===== src/rtl/dqa_pkg.sv =====
// Shared types, constants and helpers for the DNS A-record responder.
// Used by dqa_front, dqa_queue, dqa_back and dns_query_to_a_answer.
`timescale 1ns / 1ps

package dqa_pkg;

  localparam int MAX_REPLY_BYTES = 512;
  localparam int TAIL_BYTES      = 16;
  localparam int QUEUE_DEPTH     = 4;
  localparam int QPTR_W          = $clog2(QUEUE_DEPTH);
  localparam int QCNT_W          = $clog2(QUEUE_DEPTH + 1);

  localparam logic [15:0] REPLY_LIMIT = 16'(MAX_REPLY_BYTES - TAIL_BYTES);

  localparam logic [2:0] VERDICT_SEND       = 3'd0;
  localparam logic [2:0] VERDICT_SHORT      = 3'd1;
  localparam logic [2:0] VERDICT_COMPRESSED = 3'd2;
  localparam logic [2:0] VERDICT_TRUNCATED  = 3'd3;
  localparam logic [2:0] VERDICT_TOO_LONG   = 3'd4;

  typedef enum logic [1:0] {
    CMD_BYTE,
    CMD_DROP,
    CMD_TAIL
  } cmd_kind_t;

  // One request from the parser to the emitter.
  typedef struct packed {
    cmd_kind_t   kind;
    logic        has_byte;
    logic [7:0]  data;
    logic [2:0]  verdict;
    logic [31:0] addr;
    logic [15:0] port;
  } cmd_t;

  // Answer record: pointer to offset 12, type A, class IN, TTL 60, RDLENGTH 4.
  function automatic logic [7:0] tail_byte(input logic [3:0] k, input logic [31:0] own);
    logic [7:0] v;
    case (k)
      4'd0:    v = 8'hC0;
      4'd1:    v = 8'h0C;
      4'd3:    v = 8'h01;
      4'd5:    v = 8'h01;
      4'd9:    v = 8'h3C;
      4'd11:   v = 8'h04;
      4'd12:   v = own[31:24];
      4'd13:   v = own[23:16];
      4'd14:   v = own[15:8];
      4'd15:   v = own[7:0];
      default: v = 8'h00;
    endcase
    return v;
  endfunction

endpackage


===== src/rtl/dqa_front.sv =====
// Parser front end: accepts query bytes, walks labels, issues emit requests.
// Depends on dqa_pkg.
`timescale 1ns / 1ps

module dqa_front import dqa_pkg::*; (
  input  logic        clk,
  input  logic        rst_n,
  input  logic        accept,
  input  logic [7:0]  payload_byte,
  input  logic        frame_end,
  input  logic [31:0] sender_address,
  input  logic [15:0] sender_port,
  output logic        push,
  output cmd_t        cmd
);

  typedef enum logic [1:0] {
    PH_HEADER,
    PH_NAME,
    PH_TAIL,
    PH_SKIP
  } phase_t;

  logic [15:0] pos_r, pos_nxt;
  logic [15:0] nlp_r, nlp_nxt;
  logic [15:0] qend_r, qend_nxt;
  phase_t      phase_r, phase_nxt;
  logic [2:0]  drop_r, drop_nxt;

  logic [16:0] label_sum;
  logic [16:0] qend_sum;
  logic [16:0] pos_inc;
  logic [16:0] len;
  logic        in_q;
  logic        emit_ok;
  logic [7:0]  rewritten;
  logic [2:0]  verdict;

  function automatic logic [15:0] sat16(input logic [16:0] v);
    return v[16] ? 16'hFFFF : v[15:0];
  endfunction

  function automatic logic [7:0] rewrite(input logic [15:0] p, input logic [7:0] b);
    logic [7:0] v;
    case (p)
      16'd2:   v = 8'h81;
      16'd3:   v = 8'h80;
      16'd7:   v = 8'h01;
      16'd6, 16'd8, 16'd9, 16'd10, 16'd11: v = 8'h00;
      default: v = b;
    endcase
    return v;
  endfunction

  assign label_sum = {1'b0, pos_r} + {9'd0, payload_byte} + 17'd1;
  assign qend_sum  = {1'b0, pos_r} + 17'd5;
  assign pos_inc   = {1'b0, pos_r} + 17'd1;
  assign len       = pos_inc;

  // Advance the label walk for the current byte.
  always_comb begin
    nlp_nxt   = nlp_r;
    qend_nxt  = qend_r;
    phase_nxt = phase_r;
    drop_nxt  = drop_r;
    case (phase_r)
      PH_HEADER: begin
        if (pos_r >= 16'd11) phase_nxt = PH_NAME;
      end
      PH_NAME: begin
        if (pos_r == nlp_r) begin
          if (payload_byte == 8'd0) begin
            qend_nxt  = sat16(qend_sum);
            phase_nxt = PH_TAIL;
          end else if ((payload_byte & 8'hC0) != 8'd0) begin
            drop_nxt  = VERDICT_COMPRESSED;
            phase_nxt = PH_SKIP;
          end else begin
            nlp_nxt = sat16(label_sum);
          end
        end
      end
      PH_TAIL: begin
        if (pos_inc >= {1'b0, qend_r}) phase_nxt = PH_SKIP;
      end
      default: ;
    endcase
  end

  assign in_q      = (phase_r == PH_HEADER) || (phase_r == PH_NAME) || (pos_r < qend_r);
  assign emit_ok   = (drop_r == VERDICT_SEND) && in_q && (pos_r < REPLY_LIMIT);
  assign rewritten = rewrite(pos_r, payload_byte);

  always_comb begin
    if (len < 17'd12)
      verdict = VERDICT_SHORT;
    else if (drop_nxt != VERDICT_SEND)
      verdict = VERDICT_COMPRESSED;
    else if ((phase_nxt == PH_HEADER) || (phase_nxt == PH_NAME) || ({1'b0, qend_nxt} > len))
      verdict = VERDICT_TRUNCATED;
    else if (qend_nxt > REPLY_LIMIT)
      verdict = VERDICT_TOO_LONG;
    else
      verdict = VERDICT_SEND;
  end

  always_comb begin
    cmd.addr     = sender_address;
    cmd.port     = sender_port;
    cmd.data     = rewritten;
    cmd.has_byte = 1'b0;
    cmd.verdict  = VERDICT_SEND;
    cmd.kind     = CMD_BYTE;
    if (frame_end) begin
      if (verdict != VERDICT_SEND) begin
        cmd.kind    = CMD_DROP;
        cmd.verdict = verdict;
        cmd.data    = 8'h00;
      end else begin
        cmd.kind     = CMD_TAIL;
        cmd.has_byte = pos_r < qend_nxt;
      end
    end
  end

  assign push = accept && (frame_end || emit_ok);

  always_ff @(posedge clk) begin
    if (!rst_n) begin
      pos_r   <= 16'd0;
      nlp_r   <= 16'd12;
      qend_r  <= 16'd0;
      phase_r <= PH_HEADER;
      drop_r  <= VERDICT_SEND;
    end else if (accept) begin
      if (frame_end) begin
        pos_r   <= 16'd0;
        nlp_r   <= 16'd12;
        qend_r  <= 16'd0;
        phase_r <= PH_HEADER;
        drop_r  <= VERDICT_SEND;
      end else begin
        pos_r   <= pos_nxt;
        nlp_r   <= nlp_nxt;
        qend_r  <= qend_nxt;
        phase_r <= phase_nxt;
        drop_r  <= drop_nxt;
      end
    end
  end

  assign pos_nxt = sat16(pos_inc);

endmodule


===== src/rtl/dqa_queue.sv =====
// Short request queue between parser and emitter.
// Depends on dqa_pkg for cmd_t and the queue depth.
`timescale 1ns / 1ps

module dqa_queue import dqa_pkg::*; (
  input  logic clk,
  input  logic rst_n,
  input  logic push,
  input  cmd_t push_cmd,
  input  logic pop,
  output cmd_t head,
  output logic empty,
  output logic full
);

  cmd_t              mem [QUEUE_DEPTH];
  logic [QPTR_W-1:0] wr_ptr_r;
  logic [QPTR_W-1:0] rd_ptr_r;
  logic [QCNT_W-1:0] count_r;

  assign head  = mem[rd_ptr_r];
  assign empty = count_r == QCNT_W'(0);
  assign full  = count_r == QCNT_W'(QUEUE_DEPTH);

  always_ff @(posedge clk) begin
    if (push) mem[wr_ptr_r] <= push_cmd;
  end

  always_ff @(posedge clk) begin
    if (!rst_n) begin
      wr_ptr_r <= '0;
      rd_ptr_r <= '0;
      count_r  <= '0;
    end else begin
      if (push) wr_ptr_r <= (wr_ptr_r == QPTR_W'(QUEUE_DEPTH - 1)) ? '0 : wr_ptr_r + 1'b1;
      if (pop)  rd_ptr_r <= (rd_ptr_r == QPTR_W'(QUEUE_DEPTH - 1)) ? '0 : rd_ptr_r + 1'b1;
      if (push && !pop)      count_r <= count_r + 1'b1;
      else if (pop && !push) count_r <= count_r - 1'b1;
    end
  end

endmodule


===== src/rtl/dqa_back.sv =====
// Emitter back end: turns queued requests into response bytes, appends answer.
// Depends on dqa_pkg.
`timescale 1ns / 1ps

module dqa_back import dqa_pkg::*; (
  input  logic        clk,
  input  logic        rst_n,
  input  cmd_t        head,
  input  logic        empty,
  input  logic [31:0] own_address,
  output logic        pop,
  output logic        out_valid,
  input  logic        out_ready,
  output logic [7:0]  out_reply_byte,
  output logic        out_reply_end,
  output logic [2:0]  out_verdict,
  output logic [31:0] out_reply_address,
  output logic [15:0] out_reply_port
);

  logic        valid_r;
  logic [7:0]  byte_r, byte_nxt;
  logic        end_r, end_nxt;
  logic [2:0]  verdict_r, verdict_nxt;
  logic [31:0] addr_r;
  logic [15:0] port_r;
  logic [4:0]  step_r, step_nxt;
  logic [4:0]  eff_step;
  logic [3:0]  k;
  logic        advance;
  logic        load;
  logic        done;

  assign advance  = !valid_r || out_ready;
  assign load     = advance && !empty;
  assign eff_step = (step_r == 5'd0 && !head.has_byte) ? 5'd1 : step_r;
  assign k        = 4'(eff_step - 5'd1);

  always_comb begin
    byte_nxt    = head.data;
    end_nxt     = 1'b0;
    verdict_nxt = VERDICT_SEND;
    done        = 1'b1;
    step_nxt    = 5'd0;
    case (head.kind)
      CMD_BYTE: ;
      CMD_DROP: begin
        byte_nxt    = 8'h00;
        end_nxt     = 1'b1;
        verdict_nxt = head.verdict;
      end
      CMD_TAIL: begin
        if (eff_step != 5'd0) begin
          byte_nxt = tail_byte(k, own_address);
          end_nxt  = k == 4'd15;
        end
        done     = end_nxt;
        step_nxt = done ? 5'd0 : eff_step + 5'd1;
      end
      default: ;
    endcase
  end

  assign pop = load && done;

  always_ff @(posedge clk) begin
    if (!rst_n) begin
      valid_r <= 1'b0;
      step_r  <= 5'd0;
    end else if (advance) begin
      valid_r <= !empty;
      if (load) step_r <= step_nxt;
    end
  end

  always_ff @(posedge clk) begin
    if (load) begin
      byte_r    <= byte_nxt;
      end_r     <= end_nxt;
      verdict_r <= verdict_nxt;
      addr_r    <= head.addr;
      port_r    <= head.port;
    end
  end

  assign out_valid         = valid_r;
  assign out_reply_byte    = byte_r;
  assign out_reply_end     = end_r;
  assign out_verdict       = verdict_r;
  assign out_reply_address = addr_r;
  assign out_reply_port    = port_r;

endmodule


===== src/rtl/dns_query_to_a_answer.sv =====
// Top level of the DNS A-record responder: parser, request queue, emitter.
// Depends on dqa_pkg, dqa_front, dqa_queue and dqa_back.
//
//   channel  | ports                                       | handshake
//   ---------+---------------------------------------------+-------------------
//   in       | in_payload_byte, in_frame_end, in_sender_*  | in_valid/in_ready
//   out      | out_reply_byte/_end, out_verdict, out_reply_* | out_valid/out_ready
//   cfg      | cfg_wdata (own address)                     | cfg_we, no wait
//
// One query byte is taken per cycle while the request queue has room.
// Each passed byte is written into the request queue and leaves from there
// through the output register; the final byte of a good frame has the emitter
// append the answer record. The queue takes three more requests behind it,
// so a frame that follows at once sees in_ready low while the answer goes out.
// Reset (rst_n low at a clock edge) empties the queue and output, rewinds
// the parser to the header and clears the own address.
// A stall on the out side backs up through the queue to in_ready.
`timescale 1ns / 1ps

module dns_query_to_a_answer import dqa_pkg::*; (
  input  logic        clk,
  input  logic        rst_n,
  input  logic        in_valid,
  output logic        in_ready,
  input  logic [7:0]  in_payload_byte,
  input  logic        in_frame_end,
  input  logic [31:0] in_sender_address,
  input  logic [15:0] in_sender_port,
  output logic        out_valid,
  input  logic        out_ready,
  output logic [7:0]  out_reply_byte,
  output logic        out_reply_end,
  output logic [2:0]  out_verdict,
  output logic [31:0] out_reply_address,
  output logic [15:0] out_reply_port,
  input  logic        cfg_we,
  input  logic [31:0] cfg_wdata
);

  logic [31:0] own_addr_r;
  logic        accept;
  logic        q_push;
  logic        q_pop;
  logic        q_empty;
  logic        q_full;
  cmd_t        push_cmd;
  cmd_t        head_cmd;

  // Hold own address; user must write it only while block is idle (unchecked).
  always_ff @(posedge clk) begin
    if (!rst_n) begin
      own_addr_r <= 32'd0;
    end else if (cfg_we) begin
      own_addr_r <= cfg_wdata;
    end
  end

  // Take a byte whenever the queue can hold its request.
  assign in_ready = !q_full;
  assign accept   = in_valid && in_ready;

  dqa_front u_front (
    .clk            (clk),
    .rst_n          (rst_n),
    .accept         (accept),
    .payload_byte   (in_payload_byte),
    .frame_end      (in_frame_end),
    .sender_address (in_sender_address),
    .sender_port    (in_sender_port),
    .push           (q_push),
    .cmd            (push_cmd)
  );

  dqa_queue u_queue (
    .clk      (clk),
    .rst_n    (rst_n),
    .push     (q_push),
    .push_cmd (push_cmd),
    .pop      (q_pop),
    .head     (head_cmd),
    .empty    (q_empty),
    .full     (q_full)
  );

  dqa_back u_back (
    .clk               (clk),
    .rst_n             (rst_n),
    .head              (head_cmd),
    .empty             (q_empty),
    .own_address       (own_addr_r),
    .pop               (q_pop),
    .out_valid         (out_valid),
    .out_ready         (out_ready),
    .out_reply_byte    (out_reply_byte),
    .out_reply_end     (out_reply_end),
    .out_verdict       (out_verdict),
    .out_reply_address (out_reply_address),
    .out_reply_port    (out_reply_port)
  );

  // Never push a request into a full queue.
  a_no_overflow: assert property (@(posedge clk) disable iff (!rst_n)
    q_push |-> !q_full) else $error("request pushed into full queue");

  // Never pop an empty queue.
  a_no_underflow: assert property (@(posedge clk) disable iff (!rst_n)
    q_pop |-> !q_empty) else $error("request popped from empty queue");

  // A nonzero verdict rides only on the final result of a frame.
  a_verdict_on_end: assert property (@(posedge clk) disable iff (!rst_n)
    (out_valid && !out_reply_end) |-> (out_verdict == VERDICT_SEND))
    else $error("verdict set on a non-final result");

  // A drop result carries a zero byte.
  a_drop_zero: assert property (@(posedge clk) disable iff (!rst_n)
    (out_valid && out_verdict != VERDICT_SEND) |-> (out_reply_byte == 8'h00))
    else $error("drop result with nonzero byte");

endmodule


===== config.mk =====
export PLATFORM = sky130hd
export DESIGN_NAME = dns_query_to_a_answer
export DESIGN_NICKNAME = d
export VERILOG_FILES = /design/src/rtl/dqa_pkg.sv /design/src/rtl/dqa_front.sv /design/src/rtl/dqa_queue.sv /design/src/rtl/dqa_back.sv /design/src/rtl/dns_query_to_a_answer.sv
export SDC_FILE = /design/constraint.sdc
export NUM_CORES = 1
export LEC_CHECK = 0
export BUFFER_PORTS_ARGS = -buffer_cell sky130_fd_sc_hd__clkbuf_2
export CELL_PAD_IN_SITES_DETAIL_PLACEMENT = 1
export CELL_PAD_IN_SITES_GLOBAL_PLACEMENT = 2
export CORE_UTILIZATION = 39
export CTS_BUF_LIST = sky130_fd_sc_hd__clkbuf_4
export CTS_CLUSTER_DIAMETER = 200
export DETAILED_ROUTE_END_ITERATION = 16
export PLACE_DENSITY = 0.78
export SKIP_CTS_REPAIR_TIMING = 1
export SLEW_MARGIN = 15
export SYNTH_ARGS = -nofsm -noshare
export SYNTH_HDL_FRONTEND = slang
export SYNTH_SLANG_ARGS = --single-unit

===== constraint.sdc =====
create_clock -name clk -period 5.97 [get_ports clk]
set_input_delay 1.194 -clock clk [delete_from_list [all_inputs] [get_ports clk]]
set_output_delay 1.194 -clock clk [all_outputs]
set_load 0.05 [all_outputs]

==> impl_metrics.csv, run 1 <==
group,metric,value,unit
sta,fin_worst_skew,0.05825,ns
place,io_buffer_count,155,
floorplan,die_area,0.04922,mm2
final_layout,stdcell_area,0.02187,mm2
critical_path,worstSetupStartpoint,"u_front.pos_r[2]",
detailed_routing,detailroute.via_count,12832,
global_routing,grt_first_pass_wirelength,80.35,mm
critical_path,worst-endpoint-arrival,5.80,ns
clocking,insertion_delay,0.84,ns
sta,grt_setup_unrepaired,"false",
critical_path,worst_r2r_startpoint,"u_front.pos_r[2]",
yosys,syn_area,0.01885,mm2
critical_path,r2r_cells,15,
yosys,synthFlopType,"sky130_fd_sc_hd__edfxtp_1",
power,power-per-cell-area,403.7,mW/mm2
clocking,clock_sink_count,408,
sta,max-slew-margin-rel,29.98,%
yosys,synthesis.nets,1624,
detailed_routing,detailed_route_vias_per_instance,5.392,
final_layout,layout_cells_sized_above_1,25.38,%
sta,clock.fmax,0.1918,GHz
run_status,run_status,"complete, no violations",
yosys,synth-warning-count,0,
final_layout,multi_input_gate_area,0.007029,mm2
critical_path,worstSetupEndpointType,"register",
detailed_routing,drt_first_iter_violations,636,
critical_path,critPathMostFrequentCell,"sky130_fd_sc_hd__nor2_1",
power,worst_ir_drop_vdd,0.0001807,V
sta,post-route-min-period,5.213,ns
run,timing.max_cap.violations,0,
floorplan,ios,156,
yosys,synth.lib_cells_used.distinct,72,
sta,worst_max_slew_pin_slew,1.050,ns
min_path,hold_end,"u_front.drop_r[0]",
yosys,synth-edff-count,308,
final_layout,final_net_count,1860,
floorplan,die_w,221.9,um
critical_path,crit_fanout,17,
sta,maxSlewViolCount,0,
critical_path,critPathSlowestCell,"sky130_fd_sc_hd__dfxtp_1",
critical_path,max_stage_delay,0.88,ns
yosys,post_synth.cell_area_avg,13.10,um2
global_routing,grt_max_degree,66,
detailed_routing,routed_wire_length_per_instance,21.68,um
sta,layout_worst_path_cycle_share,87.33,%
min_path,min-delay-start,"u_front.drop_r[0]",
yosys,share_of_synthesized_flip_flops_with_an_asynchronous_set_or_reset,0,%
floorplan,floorplan.initialDensity,39.48,%
min_path,holdCritPathClass,"reg2reg",
place,dp_hpwl,35.34,mm
critical_path,required,6.56,ns
floorplan,std_cell_rows,80,
place,placed_area,0.02055,mm2
critical_path,regToRegEndpoint,"u_queue.mem[1][56]",
detailed_routing,drc,0,
critical_path,worstSetupPathType,"reg2reg",
detailed_routing,count_of_antenna_violating_nets_left_after_detailed_routing,0,
critical_path,start_kind,"register",
detailed_routing,dr.pass1.iters,5,
clocking,cts_root_buffer,"sky130_fd_sc_hd__clkbuf_4",
power,power.leakage,8.412,nW
clocking,cts_max_path_buffers,3,
clocking,cts.clk_slew.worst_paths,0.07,ns
sta,fin_tns_setup,0,ns
yosys,synth_cells,1439,
detailed_routing,routed_wirelength,51.60,mm
floorplan,coreArea,0.04775,mm2
clocking,cts_buffers,106,
place,place.gp.congestion,0.8669,
final_layout,regArea,0.01126,mm2
global_routing,gr-total-overflow,0,
yosys,yosys_register_bits,408,
clocking,clock_tree_from_tritoncts,"yes",
global_routing,number_of_global_route_vias_before_repair,13818,
critical_path,r2r_setup_slack,0.76,ns
global_routing,antenna_violations_before_repair,4,
floorplan,chipHeight,221.9,um
sta,timing_hold_violations_final,0,
clocking,htree_levels,3,
yosys,synth.yosys.seq_area_share,59.68,%
min_path,hold_depth,2,
final_layout,fillerInstances,5128,
global_routing,grtUsageTotal,21.35,%
final_layout,area_delta_synth_final,16.00,%
power,fin_total_pwr,8.828,mW
sta,setup_viol_count_final,0,
critical_path,crit_chain,"o21ai_1 > a2111oi_0 > nor2_1 > mux2i_1 > inv_1 > ha_1 > and2_0 > a221o_1 > a221o_1 > o211a_1 > or3b_4 > buf_4 > nor2_1 > a21boi_2 > nor2_1",
-- stage by stage --
step | utilization (%) | hold WS [ns] | instances | setup slack, ns
floorplan | - | 0.4080 | 1439 | 0.5839
global placement | 43.03 | 0.4204 | 2182 | 0.3547
detailed placement | 43.04 | 0.4299 | 2182 | 0.1490
finish | 45.80 | 0.4355 | 2380 | 0.7566
CTS | 45.78 | 0.4403 | 2376 | 0.8388
global route | 45.79 | 0.4634 | 2378 | 0.4753
-- flip-flops by register name, summed over array words and instances (netlist names), named ones only --
name / count
u_back.out_reply_address: 32
u_front.qend_r: 16
u_back.step_r: 5
own_addr_r: 32
u_queue.count_r: 3
u_front.pos_r: 16
u_back.out_reply_end: 1
u_queue.mem: 248
u_queue.wr_ptr_r: 2
u_back.out_valid: 1
u_back.out_reply_byte: 8
u_queue.rd_ptr_r: 2
u_back.out_reply_port: 16
u_front.phase_r: 2
u_front.drop_r: 3
u_front.nlp_r: 16
u_back.out_verdict: 3
-- kinds of logic (layout without fill, tap and decap cells) --
| group | Yosys count | count (layout) | synth area share, % |
|---|---|---|---|
| fa+ha+maj | 91 | 91 | 6.119 |
| flops | 408 | 408 | 59.68 |
| buf+inv | 153 | 475 | 3.133 |
| simple gates | 374 | 374 | 9.889 |
| compound gates | 250 | 250 | 8.701 |
| mux | 117 | 117 | 10.34 |
| other cells | 0 | 4 | 0 |
| xor+xnor | 46 | 46 | 2.137 |
-- how the worst max path moves through the flow --
| stage | slack [ns] | endpoint |
|---|---|---|
| finish | 0.76 | u_queue.mem[1][56] |
| global route | 0.48 | u_queue.mem[1][56] |
| CTS | 0.84 | u_queue.mem[1][56] |
| detailed placement | 0.15 | u_queue.mem[0][56] |
| global placement | 0.35 | u_queue.mem[0][59] |
| floorplan | 0.58 | u_queue.mem[0][59] |
-- layout by cell type, fill, tap and decap left out, types with 9 or more instances in the layout --
| master | netlist | layout |
|---|---|---|
| sky130_fd_sc_hd__a31oi_1 | 12 | 12 |
| sky130_fd_sc_hd__a211oi_1 | 15 | 15 |
| sky130_fd_sc_hd__nor2_1 | 137 | 136 |
| sky130_fd_sc_hd__xnor2_1 | 24 | 24 |
| sky130_fd_sc_hd__edfxtp_1 | 308 | 308 |
| sky130_fd_sc_hd__ha_1 | 89 | 89 |
| sky130_fd_sc_hd__clkbuf_2 | 0 | 155 |
| sky130_fd_sc_hd__mux2i_1 | 53 | 53 |
| sky130_fd_sc_hd__o21ai_0 | 46 | 46 |
| sky130_fd_sc_hd__a21o_1 | 10 | 10 |
| sky130_fd_sc_hd__clkinv_2 | 0 | 9 |
| sky130_fd_sc_hd__nand4_1 | 19 | 19 |
| sky130_fd_sc_hd__a22oi_1 | 21 | 21 |
| sky130_fd_sc_hd__clkinv_1 | 0 | 41 |
| sky130_fd_sc_hd__nor3_1 | 25 | 25 |
| sky130_fd_sc_hd__nor2b_1 | 15 | 15 |
| sky130_fd_sc_hd__xor2_1 | 22 | 22 |
| sky130_fd_sc_hd__mux4_2 | 62 | 62 |
| sky130_fd_sc_hd__inv_1 | 73 | 73 |
| sky130_fd_sc_hd__nand3_1 | 39 | 39 |
| sky130_fd_sc_hd__o31ai_1 | 10 | 10 |
| sky130_fd_sc_hd__dfxtp_1 | 100 | 98 |
| sky130_fd_sc_hd__clkbuf_4 | 0 | 138 |
| sky130_fd_sc_hd__nand2_1 | 60 | 60 |
| sky130_fd_sc_hd__nor4_1 | 18 | 18 |
| sky130_fd_sc_hd__a21oi_1 | 67 | 66 |
| sky130_fd_sc_hd__o21a_1 | 13 | 13 |
| sky130_fd_sc_hd__buf_4 | 2 | 48 |
-- metal layers --
metal / vias up / global-route usage, % / part of all wire [%]
li1: 5988 / - / -
met1: 6426 / 26.60 / 42
met2: 323 / 36.35 / 50
met3: 95 / 4.704 / 4.8
met4: 0 / 7.885 / 2.9
met5: - / 0 / 0
-- power breakdown --
group	internal, mW	total [mW]	switching, mW
sequential	3.67	3.85	0.181
combinational	0.802	2.67	1.87
clock	1.14	2.31	1.17
total	5.61	8.83	3.22
-- Yosys cell counts, types with 15 or more instances --
cell	number	share of area, %
sky130_fd_sc_hd__o21ai_0	46	1.2
sky130_fd_sc_hd__a21oi_1	67	1.8
sky130_fd_sc_hd__a211oi_1	15	0.60
sky130_fd_sc_hd__nand3_1	39	1.0
sky130_fd_sc_hd__edfxtp_1	308	49
sky130_fd_sc_hd__xnor2_1	24	1.1
sky130_fd_sc_hd__a22oi_1	21	0.84
sky130_fd_sc_hd__nand2_1	60	1.2
sky130_fd_sc_hd__mux4_2	62	7.4
sky130_fd_sc_hd__nor2_1	137	2.7
sky130_fd_sc_hd__nor2b_1	15	0.50
sky130_fd_sc_hd__nand4_1	19	0.63
sky130_fd_sc_hd__clkbuf_1	59	1.2
sky130_fd_sc_hd__dfxtp_1	100	11
sky130_fd_sc_hd__xor2_1	22	1.0
sky130_fd_sc_hd__inv_1	73	1.5
sky130_fd_sc_hd__ha_1	89	5.9
sky130_fd_sc_hd__mux2i_1	53	2.8
sky130_fd_sc_hd__nor4_1	18	0.60
sky130_fd_sc_hd__nor3_1	25	0.66
-- critical path, delay by kind of cell (launching register included) --
family	cells	cell delay, ns
buffers and inverters	2	0.24
AND/OR/NAND/NOR	5	1.24
AO/OA/AOI/OAI	6	2.07
flip-flops	1	0.88
multiplexers	1	0.21
adder cells (fa/ha/maj)	1	0.30
-- final cells by class --
type	count	area share [%]
sequential	408	51.47
multi-input combinational	878	32.14
timing repair buffer	207	5.561
clock buffer	138	4.737
tap	615	3.519
inverter	74	1.270
clock inverter	56	1.253
antenna	4	0.04577
No activity file was read; power rests on OpenSTA's default activity.
==> run 2, diff against run 1 <==
--- a/config.mk
+++ b/config.mk
@@ -14,4 +14,5 @@
 export DETAILED_ROUTE_END_ITERATION = 16
 export PLACE_DENSITY = 0.78
+export RECOVER_POWER = 100
 export SKIP_CTS_REPAIR_TIMING = 1
 export SLEW_MARGIN = 15
==> constraint.sdc (replaced) <==
create_clock -name clk -period 5.97 [get_ports clk]
set_input_delay 1.194 -clock clk [delete_from_list [all_inputs] [get_ports clk]]
set_output_delay 1.194 -clock clk [all_outputs]
set_load 0.01 [all_outputs]
==> run 2 against run 1 <==
Against the previous run:
- the run now ends with capacitance limit, slew limit left
- sequential power up 1%
- power down 7.9%
- via count about the same
- clock power about the same
- design area down 1.1%
- critical path type unchanged
- largest cell class unchanged
- largest power group unchanged
- highest routed layer unchanged
==> impl_metrics.csv, run 2 (synthesized netlist as in run 1, its figures left out) <==
group,metric,value,unit
run_status,run_status,"finished, violations left",
run_status,failed_checks,"capacitance limit, slew limit",
clocking,clock_sink_count,408,
critical_path,r2r_setup_slack,0.56,ns
run,timing.max_cap.violations,6,
final_layout,fillerInstances,5168,
final_layout,largest-register,"u_queue.mem",
place,io_buffer_count,155,
global_routing,grt_util_met1,26.60,%
detailed_routing,dr.pass1.iters,5,
floorplan,die_area,0.04922,mm2
clocking,insertion_delay,0.84,ns
critical_path,worstSetupPathType,"reg2reg",
detailed_routing,count_of_antenna_violating_nets_left_after_detailed_routing,0,
global_routing,grt_first_pass_wirelength,80.35,mm
detailed_routing,drt_first_iter_violations,705,
detailed_routing,detailroute.via_count,12828,
critical_path,worstSetupEndpointType,"register",
global_routing,antenna_violations_before_repair,4,
sta,timing_hold_violations_final,0,
sta,setup_viol_count_final,0,
final_layout,leading_cell_types_in_the_layout_fill_and_taps_excluded,"308 x sky130_fd_sc_hd__edfxtp_1, 139 x sky130_fd_sc_hd__clkbuf_4, 136 x sky130_fd_sc_hd__nor2_1",
final_layout,layout_cells_sized_above_1,18.46,%
detailed_routing,routed_wire_length_per_instance,21.69,um
detailed_routing,detailed_route_vias_per_instance,5.390,
sta,max-slew-margin-rel,-174.8,%
detailed_routing,drc,0,
sta,maxSlewViolCount,363,
critical_path,regToRegEndpoint,"u_queue.mem[1][59]",
final_layout,final_net_count,1860,
clocking,cts_root_buffer,"sky130_fd_sc_hd__clkbuf_4",
floorplan,std_cell_rows,80,
place,place.gp.congestion,0.8669,
critical_path,start_kind,"register",
global_routing,grtUsageTotal,21.35,%
sta,layout_worst_path_cycle_share,90.57,%
floorplan,ios,156,
floorplan,chipHeight,221.9,um
detailed_routing,routed_wirelength,51.62,mm
sta,worst_max_slew_pin_slew,4.122,ns
clocking,clock_tree_from_tritoncts,"yes",
floorplan,floorplan.initialDensity,39.48,%
final_layout,area_delta_synth_final,14.75,%
clocking,cts.clk_slew.worst_paths,0.07,ns
power,power-per-cell-area,375.8,mW/mm2
floorplan,coreArea,0.04775,mm2
global_routing,gr-total-overflow,0,
sta,grt_setup_unrepaired,"false",
power,power.leakage,8.032,nW
clocking,cts_buffers,106,
final_layout,largest_register_ffs,248,
min_path,holdCritPathClass,"reg2reg",
global_routing,most_crowded_layer_gr,"met2",
global_routing,grt_max_degree,66,
sta,fin_worst_skew,0.05842,ns
global_routing,gr_util_met2,36.35,%
critical_path,critical_path.endpoint,"u_queue.mem[1][59]",
critical_path,required,6.57,ns
power,worst_ir_drop_vdd,0.0001787,V
critical_path,r2r_cells,14,
critical_path,crit_fanout,17,
global_routing,number_of_global_route_vias_before_repair,13818,
sta,worst_hold_margin,0.4346,ns
critical_path,worstSetupStartpoint,"u_front.pos_r[2]",
clocking,cts_max_path_buffers,3,
sta,clock.fmax,0.1849,GHz
global_routing,grt_util_met3,4.704,%
final_layout,final_common_cell,"sky130_fd_sc_hd__edfxtp_1",
sta,post-route-min-period,5.407,ns
sta,fin_tns_setup,0,ns
critical_path,worst-endpoint-arrival,6.01,ns
critical_path,worst_r2r_startpoint,"u_front.pos_r[2]",
place,dp_hpwl,35.34,mm
clocking,htree_levels,3,
floorplan,die_w,221.9,um
==> run 2: power by group <==
group / internal [mW] / total [mW] / switching, mW / leakage [nW]
Sequential: 3.71 / 3.89 / 0.178 / 3.69
Clock: 1.14 / 2.30 / 1.17 / 0.768
Combinational: 0.727 / 1.94 / 1.21 / 3.57
==> run 2: worst min-delay path by stage <==
| stage | startpoint | to | slack, ns | cells past startpoint |
|---|---|---|---|---|
| after global routing | u_front.drop_r[0] | u_front.drop_r[0] | 0.46 | 2 |
| after CTS | u_front.drop_r[0] | u_front.drop_r[0] | 0.44 | 2 |
| after global placement | u_front.drop_r[0] | u_front.drop_r[0] | 0.42 | 2 |
| final | u_front.drop_r[0] | u_front.drop_r[0] | 0.43 | 2 |
| after detailed placement | u_front.drop_r[0] | u_front.drop_r[0] | 0.43 | 2 |
| after floorplan | u_front.drop_r[2] | u_front.drop_r[2] | 0.41 | 2 |
==> run 2: area by class of cell <==
| cell class | count | area (um2) | area share (%) |
|---|---|---|---|
| Multi-Input combinational cell | 878 | 7017 | 32.44 |
| Inverter | 74 | 277.8 | 1.284 |
| Sequential cell | 408 | 11250 | 52.01 |
| Timing Repair Buffer | 207 | 998.5 | 4.615 |
| Tap cell | 615 | 769.5 | 3.557 |
| Antenna cell | 4 | 10.01 | 0.04627 |
| Clock inverter | 56 | 274.0 | 1.267 |
| Clock buffer | 138 | 1036 | 4.789 |
==> run 2: worst max-delay path: stages, from the launching register on <==
cell and delay [ns]:
sky130_fd_sc_hd__dfxtp_1 0.86, sky130_fd_sc_hd__o21ai_0 0.56, sky130_fd_sc_hd__a2111oi_0 0.57, sky130_fd_sc_hd__nor2_1 0.16, sky130_fd_sc_hd__mux2i_1 0.20, sky130_fd_sc_hd__inv_1 0.09, sky130_fd_sc_hd__ha_1 0.29, sky130_fd_sc_hd__and2_0 0.18
sky130_fd_sc_hd__a221o_1 0.30, sky130_fd_sc_hd__a221o_1 0.35, sky130_fd_sc_hd__o211a_1 0.28, sky130_fd_sc_hd__or3b_1 0.42, sky130_fd_sc_hd__or3b_1 0.39, sky130_fd_sc_hd__nor2b_1 0.19, sky130_fd_sc_hd__nor4b_4 0.31
==> run 2: per-stage QoR <==
stage | power, mW | worst slack (ns) | instances | cell area (um2) | utilization [%]
finish | 8.130 | 0.5630 | 2380 | 21630 | 45.31
global route | 8.554 | 0.2534 | 2378 | 21630 | 45.30
CTS | 8.317 | 0.8388 | 2376 | 21860 | 45.78
detailed placement | 5.969 | 0.1490 | 2182 | 20550 | 43.04
global placement | 5.896 | 0.3547 | 2182 | 20550 | 43.03
floorplan | 5.186 | 0.5839 | 1439 | 18860 | -
==> run 2: metal layers <==
metal  routed length (um)  vias to the layer above
met5                    0                        -
met4                 1491                        0
met3                 2373                      100
met2                25770                      294
met1                21980                     6438
li1                     -                     5996
